## src/hw/rtl/wns_pkg.sv

```systemverilog
// Shared constants, types and register codes of the weighted neighborhood sum unit.
// No dependencies.
`default_nettype none

package wns_pkg;

    localparam int MAX_SIZE   = 1024;
    localparam int CNT_W      = $clog2(MAX_SIZE);
    localparam int SIZE_W     = CNT_W + 1;
    localparam int MIN_GRID   = 5;
    localparam int WIN        = 5;
    localparam int HALF       = 2;
    localparam int WIN_EDGE   = WIN - 1;
    localparam int LS_BANKS   = 4;
    localparam int BANK_W     = $clog2(LS_BANKS);
    localparam int DATA_W     = 32;
    localparam int WGT_W      = 16;
    localparam int NUM_CLS    = 6;
    localparam int CFG_IDX_W  = 3;
    localparam int CFG_DATA_W = 16;

    localparam int Q_DEPTH    = 4;
    localparam int Q_PTR_W    = $clog2(Q_DEPTH);
    localparam int Q_CNT_W    = Q_PTR_W + 1;

    localparam int CLS_CENTER   = 0;
    localparam int CLS_AXIAL1   = 1;
    localparam int CLS_DIAGONAL = 2;
    localparam int CLS_AXIAL2   = 3;
    localparam int CLS_KNIGHT_A = 4;
    localparam int CLS_KNIGHT_B = 5;

    typedef enum logic [CFG_IDX_W-1:0] {
        REG_GRID_SIZE  = 3'd0,
        REG_W_CENTER   = 3'd1,
        REG_W_AXIAL1   = 3'd2,
        REG_W_DIAGONAL = 3'd3,
        REG_W_AXIAL2   = 3'd4,
        REG_W_KNIGHT_A = 3'd5,
        REG_W_KNIGHT_B = 3'd6
    } reg_idx_t;

    typedef logic [NUM_CLS-1:0][WGT_W-1:0] weight_set_t;

    typedef struct packed {
        logic [NUM_CLS-1:0][DATA_W-1:0] cls_sum;
        logic [CNT_W-1:0]               cx;
        logic [CNT_W-1:0]               cy;
        logic                           last;
    } job_t;

    typedef struct packed {
        logic [DATA_W-1:0] sum;
        logic [CNT_W-1:0]  cx;
        logic [CNT_W-1:0]  cy;
        logic              last;
    } result_t;

    typedef struct packed {
        logic               empty;
        logic [Q_CNT_W-1:0] count;
    } q_stat_t;

endpackage

`default_nettype wire

```

## src/hw/rtl/wns_job_queue.sv

```systemverilog
// Short queue of class-sum words between the front and back parts.
// Depends on wns_pkg.
`default_nettype none

module wns_job_queue
    import wns_pkg::*;
(
    input  logic    clk,
    input  logic    rst_n,
    input  logic    push,
    input  job_t    din,
    input  logic    pop,
    output job_t    dout,
    output q_stat_t stat
);

    job_t               mem [Q_DEPTH];
    logic [Q_PTR_W-1:0] wr_ptr_reg, rd_ptr_reg;
    logic [Q_CNT_W-1:0] cnt_reg, cnt_next;
    logic               do_pop;

    assign do_pop = pop & (cnt_reg != '0);

    always_comb
    begin
        cnt_next = cnt_reg;
        if (push && !do_pop)
        begin
            cnt_next = cnt_reg + Q_CNT_W'(1);
        end
        else if (!push && do_pop)
        begin
            cnt_next = cnt_reg - Q_CNT_W'(1);
        end
    end

    always_ff @(posedge clk or negedge rst_n)
    begin
        if (!rst_n)
        begin
            wr_ptr_reg <= '0;
            rd_ptr_reg <= '0;
            cnt_reg    <= '0;
        end
        else
        begin
            if (push)
            begin
                wr_ptr_reg <= wr_ptr_reg + Q_PTR_W'(1);
            end
            if (do_pop)
            begin
                rd_ptr_reg <= rd_ptr_reg + Q_PTR_W'(1);
            end
            cnt_reg <= cnt_next;
        end
    end

    always_ff @(posedge clk)
    begin
        if (push)
        begin
            mem[wr_ptr_reg] <= din;
        end
    end

    assign dout       = mem[rd_ptr_reg];
    assign stat.empty = (cnt_reg == '0);
    assign stat.count = cnt_reg;

endmodule

`default_nettype wire

```

## config.mk

```make
export PLATFORM = sky130hd
export DESIGN_NAME = wns_job_queue
export DESIGN_NICKNAME = d
export VERILOG_FILES = /design/src/hw/rtl/wns_pkg.sv /design/src/hw/rtl/wns_job_queue.sv
export SDC_FILE = /design/constraint.sdc
export NUM_CORES = 1
export LEC_CHECK = 0
export BUFFER_PORTS_ARGS = -buffer_cell sky130_fd_sc_hd__buf_4
export CAP_MARGIN = 5
export CORE_UTILIZATION = 50
export CTS_CLUSTER_SIZE = 25
export DETAILED_ROUTE_END_ITERATION = 6
export PLACE_DENSITY = 0.71
export SLEW_MARGIN = 25
export SYNTH_ARGS = -nofsm -noshare
export SYNTH_HDL_FRONTEND = slang
export SYNTH_SLANG_ARGS = --single-unit
```

## constraint.sdc

```tcl
create_clock -name clk -period 18.76 [get_ports clk]
set_input_delay 1.876 -clock clk [delete_from_list [all_inputs] [get_ports clk]]
set_output_delay 1.876 -clock clk [all_outputs]
set_load 0.02 [all_outputs]
```

Word level (Yosys, flattened, before mapping)
Memories as Yosys holds them, arrays and structs flattened.
Cells that the tools add are included.

storage, ports and cells
  bits in writable memories = 852
  memories kept = 1
  flip-flop bits (word level) = 7
  word-level logic and storage cells = 20

memory list
  name  depth  width  read ports  clocked after memory_dff  wr ports  RTL line             RTL
  mem   4      213    1           0                         1         wns_job_queue.sv:17  job_t mem [Q_DEPTH];

cells by class
  bitwise operators = 1
  add/subtract/negate cells = 4
  mux-type cells = 4
  reductions and logical operators = 7

operators by type and width
  kind                                               count
  2-to-1 mux 3 bit                                   2
  adder 2 x 1 -> 2 bit (second input constant)       2
  adder 3 x 1 -> 3 bit (second input constant)       1
  zero test 3 bit                                    1
  nonzero test 3 bit                                 1
  subtractor 3 x 1 -> 3 bit (second input constant)  1
  logical AND 1 bit                                  2
  zero test 1 bit                                    2
  2-to-1 mux 1 bit                                   2
  nonzero test 2 bit                                 1
  bitwise AND 1 bit                                  1

Depth between registers and ports, before layout
Gate-level depths: netlist (run 1).

  word-level depth = 5
  mapped depth = 8
  mapped depth without buffers = 8

Worst setup path before layout (run 1)
OpenSTA, ideal clock, no wires.

  path type = input to register
  start = in push
  end = mem mem[1][0] in the netlist's numbering, enable pin
  setup time = 0.599 ns
  required time = 18.161 ns
  stages = 1
  slack = 11.458 ns
  arrival time = 6.703 ns
  path buffers = 0
  cell sequence = and2_1

between the ends
  cells in the longest elaborated chain, start to end = 2

ends and longest elaborated chain
  element                                 RTL line             RTL
  start, declared                         wns_job_queue.sv:10  input logic push,
  2-to-1 mux 1 bit                        wns_job_queue.sv:61  if (push)
  2-to-1 mux 1 bit (not written as such)  wns_job_queue.sv:63  mem[wr_ptr_reg] <= din;
  end, declared                           wns_job_queue.sv:17

Every way passes these cells.

==> results of run 1 <==
==> cell usage in the layout, fill, tap and decap left out, drive strengths merged <==
| master | count |
|---|---|
| clkinv | 39 |
| fa | 1 |
| edfxtp | 852 |
| clkbuf | 104 |
| xnor2 | 3 |
| buf | 454 |
| bufinv | 9 |
| nor2 | 1 |
| xor2 | 3 |
| o21ai | 1 |
| clkinvlp | 4 |
| nand2 | 2 |
| mux2 | 1 |
| inv | 6 |
| mux4 | 213 |
| dfrtp | 7 |
| diode | 1 |
| nand3 | 1 |
| and2 | 4 |
| or3 | 1 |
| ha | 5 |
==> power by group through the flow <==
stage / logic, W / clock network, W / registers (W)
2_1_floorplan: 0.00134 / 0 / 0.00268
3_3_place_gp: 0.00212 / 0 / 0.00263
3_5_place_dp: 0.00213 / 0 / 0.00265
4_1_cts: 0.00214 / 0.00171 / 0.00261
5_1_grt: 0.00222 / 0.00178 / 0.00264
6_report: 0.00210 / 0.00168 / 0.00261
==> through the flow <==
| step | total power [W] | utilization (%) | instances | hold slack, ns |
|---|---|---|---|---|
| 2_1_floorplan | 0.00402 | - | 1147 | 0.494 |
| 3_3_place_gp | 0.00475 | 57.2 | 2389 | 0.474 |
| 3_5_place_dp | 0.00478 | 57.2 | 2389 | 0.490 |
| 4_1_cts | 0.00646 | 61.8 | 2547 | 0.499 |
| 5_1_grt | 0.00663 | 61.8 | 2548 | 0.507 |
| 6_report | 0.00638 | 61.8 | 2549 | 0.505 |
==> worst max-delay path, stage by stage, from the launching register on <==
cell	delay [ns]
dfrtp_4	0.61
buf_4	0.72
buf_4	0.80
buf_4	0.64
mux4_2	0.62
buf_4	0.18
==> cell families after synthesis <==
group,synth area share (%)
AOI/OAI and AO/OA,0.0161
xor gates and xnor gates,0.169
adders and majority gates,0.265
buffers and inverters,1.16
DFF,82.8
muxes,15.5
and+or+nand+nor,0.153
==> metal layers <==
layer | GRT usage, % | up-vias | share of wire [%]
li1 | - | 5983 | -
met4 | 5.64 | 6 | 1.8
met3 | 6.55 | 71 | 8.4
met1 | 25.6 | 7304 | 39
met5 | 0 | - | 0.083
met2 | 31.8 | 457 | 51
==> final cells by class <==
cell class	count	area, um^2	share of cell area (%)
Inverter	4	15.0	0.0394
Clock buffer	104	2240	5.89
Timing Repair Buffer	454	3430	9.00
Clock inverter	54	568	1.49
Multi-Input combinational cell	236	5010	13.1
Antenna cell	1	2.50	0.00657
Sequential cell	859	25800	67.7
Tap cell	837	1050	2.75
==> how the worst min path moves through the flow <==
stage / end / slack, ns / cells after the start
after global routing: cnt_reg[2]$_DFFE_PN0P_ / 0.51 / 1
after floorplan: wr_ptr_reg[0]$_DFFE_PN0P_ / 0.49 / 1
after CTS: cnt_reg[2]$_DFFE_PN0P_ / 0.50 / 1
after detailed placement: cnt_reg[2]$_DFFE_PN0P_ / 0.49 / 1
after global placement: cnt_reg[2]$_DFFE_PN0P_ / 0.47 / 1
final: cnt_reg[2]$_DFFE_PN0P_ / 0.51 / 1
==> metrics.csv, run 1 <==
metric;value;unit
status;complete, no violations;
endpoint_kind;primary output;
die_y;251;um
startpoint_type;flop;
syn_inst;1147;
place_area;35200;um^2
cts_resized;0;
n_fill_cell;4140;
cts.clk_slew.worst_paths;0.06;ns
synth_ff_type;edfxtp_1;
rr_endpoint;mem[0][91]$_DFFE_PP_;
synth_nets;1370;
largest_reg_flops;852;
powerDensity;168;nW/um^2
wl_per_cell;24.5;um
syn_avg_cell_area;27.1;um^2
relSlewSlack;33.0;%
insertion_delay;0.62;ns
cts-root-buf;clkbuf_16;
synth_area;31100;um^2
port_buffers;433;
vias_per_cell;5.42;
yosysTopAreaCell;edfxtp_1;
yosys_warnings;0;
critPathKind;flop to primary output;
tightest_slew;1.01;ns
wl;62300;um
vias;13800;
synth_edf_count;852;
start_util;50.5;%
rr_startpoint;wr_ptr_reg[0]$_DFFE_PN0P_;
antenna_found_initial;4;
max_freq;0.160;GHz
hold_path.startpoint;cnt_reg[2]$_DFFE_PN0P_;
syn2layout_area_growth;22.4;%
pre_cts_slack;13.02;ns
final.setup.tns;0;ns
finalWorstSetupSlack;12.53;ns
grt_first_pass_wirelength;91800;um
ant_nets;0;
ys_types;18;
io_pins;434;
max_cap_viol_count;0;
crit_arrival;4.36;ns
finalHoldViolCount;0;
p_sw;0.00198;W
cts.hold.buffers_added;0;
r2r_cells;5;
ys_ff_latch;859;
endpoint;dout[57];
dieArea;63200;um^2
first_pass_iters;4;
yosysSeqAreaShare;82.8;%
core-area;61600;um^2
ys_top_cells_by_count;852 x edfxtp_1, 213 x mux4_2, 24 x buf_2;
slew_violations;0;
crit_start;rd_ptr_reg[0]$_DFFE_PN0P_;
synth_top_area_share;82.2;%
drt-initial-drc-count;991;
hp-class;flop to flop;
cts_tree;built;
drc;0;
finalCriticalPeriod;6.23;ns
synth_area_leaders;edfxtp_1 82%, mux4_2 15%, buf_6 0.65%;
first_global_vias;14600;
place_hpwl;38300;um
power_frac_seq;40.9;%
cts.path.max_buffers;3;
clock_skew;0.0248;ns
path_max_fanout;42;
drive_gt1_share;46.6;%
row_count;91;
rsz0062_at_grt;false;
design_area;38100;um^2
post_cts_buffers;0;
grt_max_degree;67;
p_comb_share;32.8;%
dieWidth;251;um
finalCritPeriodShare;33.2;%
numCtsBuffers;86;
grt_use_total;19.7;%
intPower;0.00440;W
switching_share;31.0;%
clock_sinks;859;
reg2reg_setup_slack;15.32;ns
setup_viol;0;
nets;1864;
synth.most_common_cell;edfxtp_1;
htree_levels;3;
grt.overflow.total;0;
p_clk_share;26.3;%
leakage;12.9;nW
required;16.88;ns
async_flop_share;0.815;%
routabilityCongestion;0.782;
ir_drop;0.132;mV
No activity file was read; power rests on OpenSTA's default activity.
==> run 2: changes to the inputs <==
--- a/config.mk
+++ b/config.mk
@@ -10,7 +10,7 @@
 export CORE_UTILIZATION = 50
 export CTS_CLUSTER_SIZE = 25
 export DETAILED_ROUTE_END_ITERATION = 6
-export PLACE_DENSITY = 0.71
+export PLACE_DENSITY = 0.74
 export SLEW_MARGIN = 25
 export SYNTH_ARGS = -nofsm -noshare
 export SYNTH_HDL_FRONTEND = slang
==> constraint.sdc (replaced) <==
create_clock -name clk -period 5.1 [get_ports clk]
set_input_delay 0.51 -clock clk [delete_from_list [all_inputs] [get_ports clk]]
set_output_delay 0.51 -clock clk [all_outputs]
set_load 0.02 [all_outputs]
==> metrics.csv, run 2 (same netlist as run 1, synthesis figures left out) <==
metric;value;unit;change
p_comb_share;33.0;%;was 32.8%
wl;61400;um;was 62300 um
clock_skew;0.0406;ns;was 0.0248 ns
place_area;35400;um^2;was 35200 um^2
htree_levels;3;;unchanged
finalHoldWorstSlack;0.0754;ns;was 0.505 ns
startpoint_type;flop;;unchanged
crit_chain;buf_12 > mux4_2 > buf_4;;was buf_4 > buf_4 > buf_4 > mux4_2 > buf_4
antenna_found_initial;8;;was 4
first_global_vias;14600;;about the same
syn2layout_area_growth;22.3;%;was 22.4%
finalCritPeriodShare;65.5;%;
routabilityCongestion;0.732;;was 0.782
insertion_delay;0.63;ns;was 0.62 ns
crit_family;flip-flops;;was buffers and inverters
grt_first_pass_wirelength;91100;um;was 91800 um
cts-root-buf;clkbuf_16;;unchanged
tightest_slew;0.958;ns;was 1.01 ns
core-area;61600;um^2;unchanged
fin_total_pwr;0.0233;W;was 0.00638 W
io_pins;434;;unchanged
start_util;50.5;%;unchanged
drive_gt1_share;46.7;%;was 46.6%
drc;0;;unchanged
endpoint_kind;primary output;;unchanged
wl_per_cell;24.2;um;was 24.5 um
most-common-layout-cells;852 x edfxtp_1, 436 x buf_4, 213 x mux4_2, 86 x clkbuf_16, 18 x clkinv_2;;was 852 x edfxtp_1, 453 x buf_4, 213 x mux4_2, 87 x clkbuf_16
finalCoreUtilization;61.8;%;about the same
design_area;38100;um^2;about the same
drt-met1-wl;23000;um;was 24200 um
numCtsBuffers;84;;was 86
vias_per_cell;5.45;;was 5.42
switching_share;31.1;%;was 31.0%
ant_nets;0;;unchanged
clock_sinks;859;;unchanged
cp_num_buf_inv;2;;was 4
p_sw;0.00723;W;was 0.00198 W
place_hpwl;37000;um;was 38300 um
die_y;251;um;unchanged
required;4.59;ns;was 16.88 ns
finalHoldViolCount;0;;unchanged
grt_max_degree;111;;was 67
post_cts_buffers;0;;unchanged
wl_met3;4990;um;was 5250 um
dieArea;63200;um^2;unchanged
path_max_fanout;58;;was 42
p_clk_share;25.6;%;was 26.3%
cts.clk_slew.worst_paths;0.06;ns;about the same
wl_met2;31500;um;was 31700 um
crit_arrival;2.83;ns;was 4.36 ns
ir_drop;0.423;mV;was 0.132 mV
first_pass_iters;5;;was 4
slew_violations;0;;unchanged
grt.overflow.total;0;;unchanged
final.setup.tns;0;ns;unchanged
dr.max_layer_used;met5;;unchanged
nets;1858;;was 1864
cts.hold.buffers_added;1;;was 0
cp_slowest_stage_delay;0.82;ns;was 0.80 ns
grt_use_total;19.5;%;was 19.7%
powerDensity;611;nW/um^2;was 168 nW/um^2
setup_viol;0;;unchanged
largest_reg_flops;852;;unchanged
drt-initial-drc-count;950;;was 991
power_frac_seq;41.5;%;was 40.9%
layout_commonest_cell;edfxtp_1;;unchanged
critPathKind;flop to primary output;;unchanged
cts.path.max_buffers;3;;unchanged
leakage;12.9;nW;about the same
row_count;91;;unchanged
vias;13800;;about the same
cts_tree;built;;unchanged
status;complete, no violations;;unchanged
hp-class;primary input to flop;;was flop to flop
max_cap_viol_count;0;;unchanged
crit_slowest_cell;dfrtp_4;;was buf_4
max_freq;0.299;GHz;
port_buffers;433;;unchanged
cts_resized;0;;unchanged
relSlewSlack;36.2;%;was 33.0%
finalCriticalPeriod;3.34;ns;
dieWidth;251;um;unchanged
intPower;0.0160;W;was 0.00440 W
rsz0062_at_grt;false;;unchanged
run 2: power by group through the flow:
stage | Combinational, W | Clock (W) | Sequential [W]
finish | 0.00767 | 0.00595 | 0.00965
global route | 0.00809 | 0.00632 | 0.00975
CTS | 0.00783 | 0.00609 | 0.00967
detailed placement | 0.00780 | 0 | 0.00980
global placement | 0.00778 | 0 | 0.00971
floorplan | 0.00494 | 0 | 0.00968
run 2: area by class of cell:
| type | count | area (um^2) |
|---|---|---|
| multi-input combinational | 236 | 5010 |
| timing repair buffer | 450 | 3540 |
| antenna | 6 | 15.0 |
| sequential | 859 | 25800 |
| tap | 837 | 1050 |
| fill | 4118 | 23500 |
| clock buffer | 103 | 2250 |
| clock inverter | 46 | 430 |
| inverter | 4 | 15.0 |
run 2: worst paths after layout:
kind | start | endpoint | slack, ns | depth (start not counted)
setup / recovery | rd_ptr_reg[0]$_DFFE_PN0P_ | dout[163] | 1.76 | 3
hold / removal | din[19] | mem[1][19]$_DFFE_PP_ | 0.08 | 1
setup reg to reg | wr_ptr_reg[1]$_DFFE_PN0P_ | mem[1][116]$_DFFE_PP_ | 2.67 | 4
hold reg to reg | cnt_reg[2]$_DFFE_PN0P_ | cnt_reg[2]$_DFFE_PN0P_ | 0.50 | 1
min in group asynchronous | rst_n | cnt_reg[2]$_DFFE_PN0P_ | 0.25 | 2
max in group asynchronous | rst_n | rd_ptr_reg[0]$_DFFE_PN0P_ | 4.71 | 2
run 2: layer usage:
layer	up-vias	GRT usage, %
met5	-	0
met4	4	7.72
met2	482	32.0
li1	5975	-
met1	7270	24.4
met3	114	5.97
run 2: worst register-to-register path, stage by stage (launching register included):
cell,delay [ns]
dfrtp_1,0.40
inv_1,0.12
ha_1,0.16
and2_4,0.78
buf_12,0.40
run 2: through the flow:
step	cells	setup slack, ns
after detailed placement	2385	2.34
after global routing	2540	1.57
after floorplan	1147	1.43
after global placement	2385	2.36
final	2541	1.76
after CTS	2535	1.64
==> run 3: changes to the inputs <==
--- a/config.mk
+++ b/config.mk
@@ -10,7 +10,7 @@
 export CORE_UTILIZATION = 50
 export CTS_CLUSTER_SIZE = 25
 export DETAILED_ROUTE_END_ITERATION = 6
-export PLACE_DENSITY = 0.74
+export PLACE_DENSITY = 0.71
 export SLEW_MARGIN = 25
 export SYNTH_ARGS = -nofsm -noshare
 export SYNTH_HDL_FRONTEND = slang
==> constraint.sdc (replaced) <==
create_clock -name clk -period 3.4 [get_ports clk]
set_input_delay 0.34 -clock clk [delete_from_list [all_inputs] [get_ports clk]]
set_output_delay 0.34 -clock clk [all_outputs]
set_load 0.02 [all_outputs]
==> metrics.csv, run 3 (same netlist as run 1, synthesis figures left out) <==
metric;value;unit;change
status;complete, no violations;;unchanged
first_global_vias;15900;;was 14.6k
cp_common_cell;buf_12;;
final.setup.tns;0;ns;unchanged
cts-root-buf;clkbuf_16;;unchanged
cts_tree;built;;unchanged
fin_total_pwr;0.0355;W;was 0.0233 W
most-common-layout-cells;852 x edfxtp_1, 457 x buf_4, 216 x dlygate4sd3_1, 213 x mux4_2, 84 x clkbuf_16;;was 852 x edfxtp_1, 436 x buf_4, 213 x mux4_2, 86 x clkbuf_16, 18 x clkinv_2
first_pass_iters;6;;was 5
ir_drop;0.700;mV;was 0.423 mV
place_area;35600;um^2;was 35400 um^2
vias_per_cell;5.32;;was 5.45
cp_num_buf_inv;3;;was 2
relSlewSlack;54.9;%;was 36.2%
rsz0062_at_grt;false;;unchanged
finalHoldWorstSlack;0.0721;ns;was 0.0754 ns
grt_first_pass_wirelength;96100;um;was 91100 um
drt-initial-drc-count;986;;was 950
port_buffers;433;;unchanged
clock_skew;0.0267;ns;was 0.0406 ns
hp-class;primary input to asynchronous set/reset pin;;was primary input to flop
insertion_delay;0.63;ns;about the same
tightest_slew;0.677;ns;was 0.958 ns
cts.clk_slew.worst_paths;0.06;ns;about the same
finalHoldViolCount;0;;unchanged
design_area;40500;um^2;was 38100 um^2
row_count;91;;unchanged
cts.path.max_buffers;3;;unchanged
powerDensity;876;nW/um^2;was 611 nW/um^2
grt_max_degree;78;;was 111
start_util;50.5;%;unchanged
largest_reg_flops;852;;unchanged
max_freq;0.333;GHz;
setup_viol;0;;unchanged
drive_gt1_share;41.8;%;was 46.7%
critPathKind;flop to primary output;;unchanged
r2r_cells;8;;was 4
finalCritPeriodShare;88.4;%;
required;3.06;ns;was 4.59 ns
numCtsBuffers;84;;unchanged
crit_family;buffers and inverters;;was flip-flops
dp.cells;2412;;was 2385
io_pins;434;;unchanged
wl_per_cell;23.2;um;was 24.2 um
crit_slowest_cell;dfrtp_4;;unchanged
ant_nets;0;;unchanged
routabilityCongestion;0.777;;was 0.732
clock_sinks;859;;unchanged
path_max_fanout;25;;was 58
dieWidth;251;um;unchanged
drc;0;;unchanged
worstSetupPathDepth;4;;was 3
startpoint_type;flop;;unchanged
core-area;61600;um^2;unchanged
cp_slowest_stage_delay;0.66;ns;was 0.82 ns
grt_use_total;20.4;%;was 19.5%
leakage;13.9;nW;was 12.9 nW
dieArea;63200;um^2;unchanged
nets;2100;;was 1858
htree_levels;3;;unchanged
post_cts_buffers;0;;unchanged
place_hpwl;39300;um;was 37000 um
finalCriticalPeriod;3.01;ns;
wl;64300;um;was 61400 um
max_cap_viol_count;0;;unchanged
slew_violations;0;;unchanged
endpoint_kind;primary output;;unchanged
grt.overflow.total;0;;unchanged
die_y;251;um;unchanged
instances_no_fill;2774;;was 2541
crit_arrival;2.67;ns;was 2.83 ns
crit_chain;buf_12 > buf_12 > mux4_2 > buf_4;;was buf_12 > mux4_2 > buf_4
syn2layout_area_growth;30.1;%;was 22.3%
antenna_found_initial;4;;was 8
vias;14800;;was 13.8k
layout_commonest_cell;edfxtp_1;;unchanged
## run 3: cell count changes in the layout (fill, tap and decap cells not counted), sizes merged, moves of 4 or more
cell | before | now
dlygate4sd3 | 1 | 216
buf | 449 | 476
clkbuf | 103 | 96
clkinv | 32 | 38
diode | 6 | 1
clkinvlp | 6 | 2
## run 3: per-layer routing
metal  GRT usage [%]  routed length, um  vias up
met4            7.65               1910        4
met1            26.1              25100     7710
met5               0                 27        -
li1                -                  -     6447
met3            5.45               4410      114
met2            33.7              32800      489
## run 3: worst register-to-register path, stage by stage, from the launching register on
cell and delay (ns):
dfrtp_1 0.45, or3_1 0.44, nand2_1 0.13, ha_1 0.21
inv_1 0.07, fa_1 0.39, xor2_1 0.18, nor2_1 0.15
xor2_1 0.19
## run 3: layout make-up
type | instances | area (um^2)
diodes | 1 | 2.50
clock buffers | 96 | 2150
clock inverters | 49 | 534
fillers | 3853 | 21100
inverters | 4 | 15.0
multi-input cells | 236 | 5010
flip-flops and latches | 859 | 25800
well taps | 837 | 1050
repair buffers | 692 | 5970
## run 3: report_power, final
| part | switching [W] | internal (W) | total (W) |
|---|---|---|---|
| sequential | 0.000584 | 0.0138 | 0.0144 |
| clock | 0.00386 | 0.00510 | 0.00896 |
| combinational | 0.00663 | 0.00547 | 0.0121 |
## run 3: path summary, 6_finish.rpt
check / startpoint / to / slack (ns)
setup reg to reg: cnt_reg[0]$_DFFE_PN0P_ / cnt_reg[2]$_DFFE_PN0P_ / 1.12
min in group clk: din[39] / mem[2][39]$_DFFE_PP_ / 0.45
hold / removal: rst_n / cnt_reg[0]$_DFFE_PN0P_ / 0.07
max in group asynchronous: rst_n / rd_ptr_reg[0]$_DFFE_PN0P_ / 3.16
setup / recovery: rd_ptr_reg[0]$_DFFE_PN0P_ / dout[72] / 0.39
hold reg to reg: cnt_reg[2]$_DFFE_PN0P_ / cnt_reg[2]$_DFFE_PN0P_ / 0.52
## run 3: what timing repair did
action	4_1_cts	5_1_grt
gates resized for setup	0	0
endpoints found under the hold margin	862	0
hold buffers	216	0
endpoints found under the setup margin	0	0
## run 3: through the flow
stage                     util, %  worst slack [ns]
final                        65.7             0.393
after global routing         65.7             0.246
after CTS                    65.7             0.312
after detailed placement     57.9              1.01
after global placement       57.9              1.04
after floorplan                 -             0.847
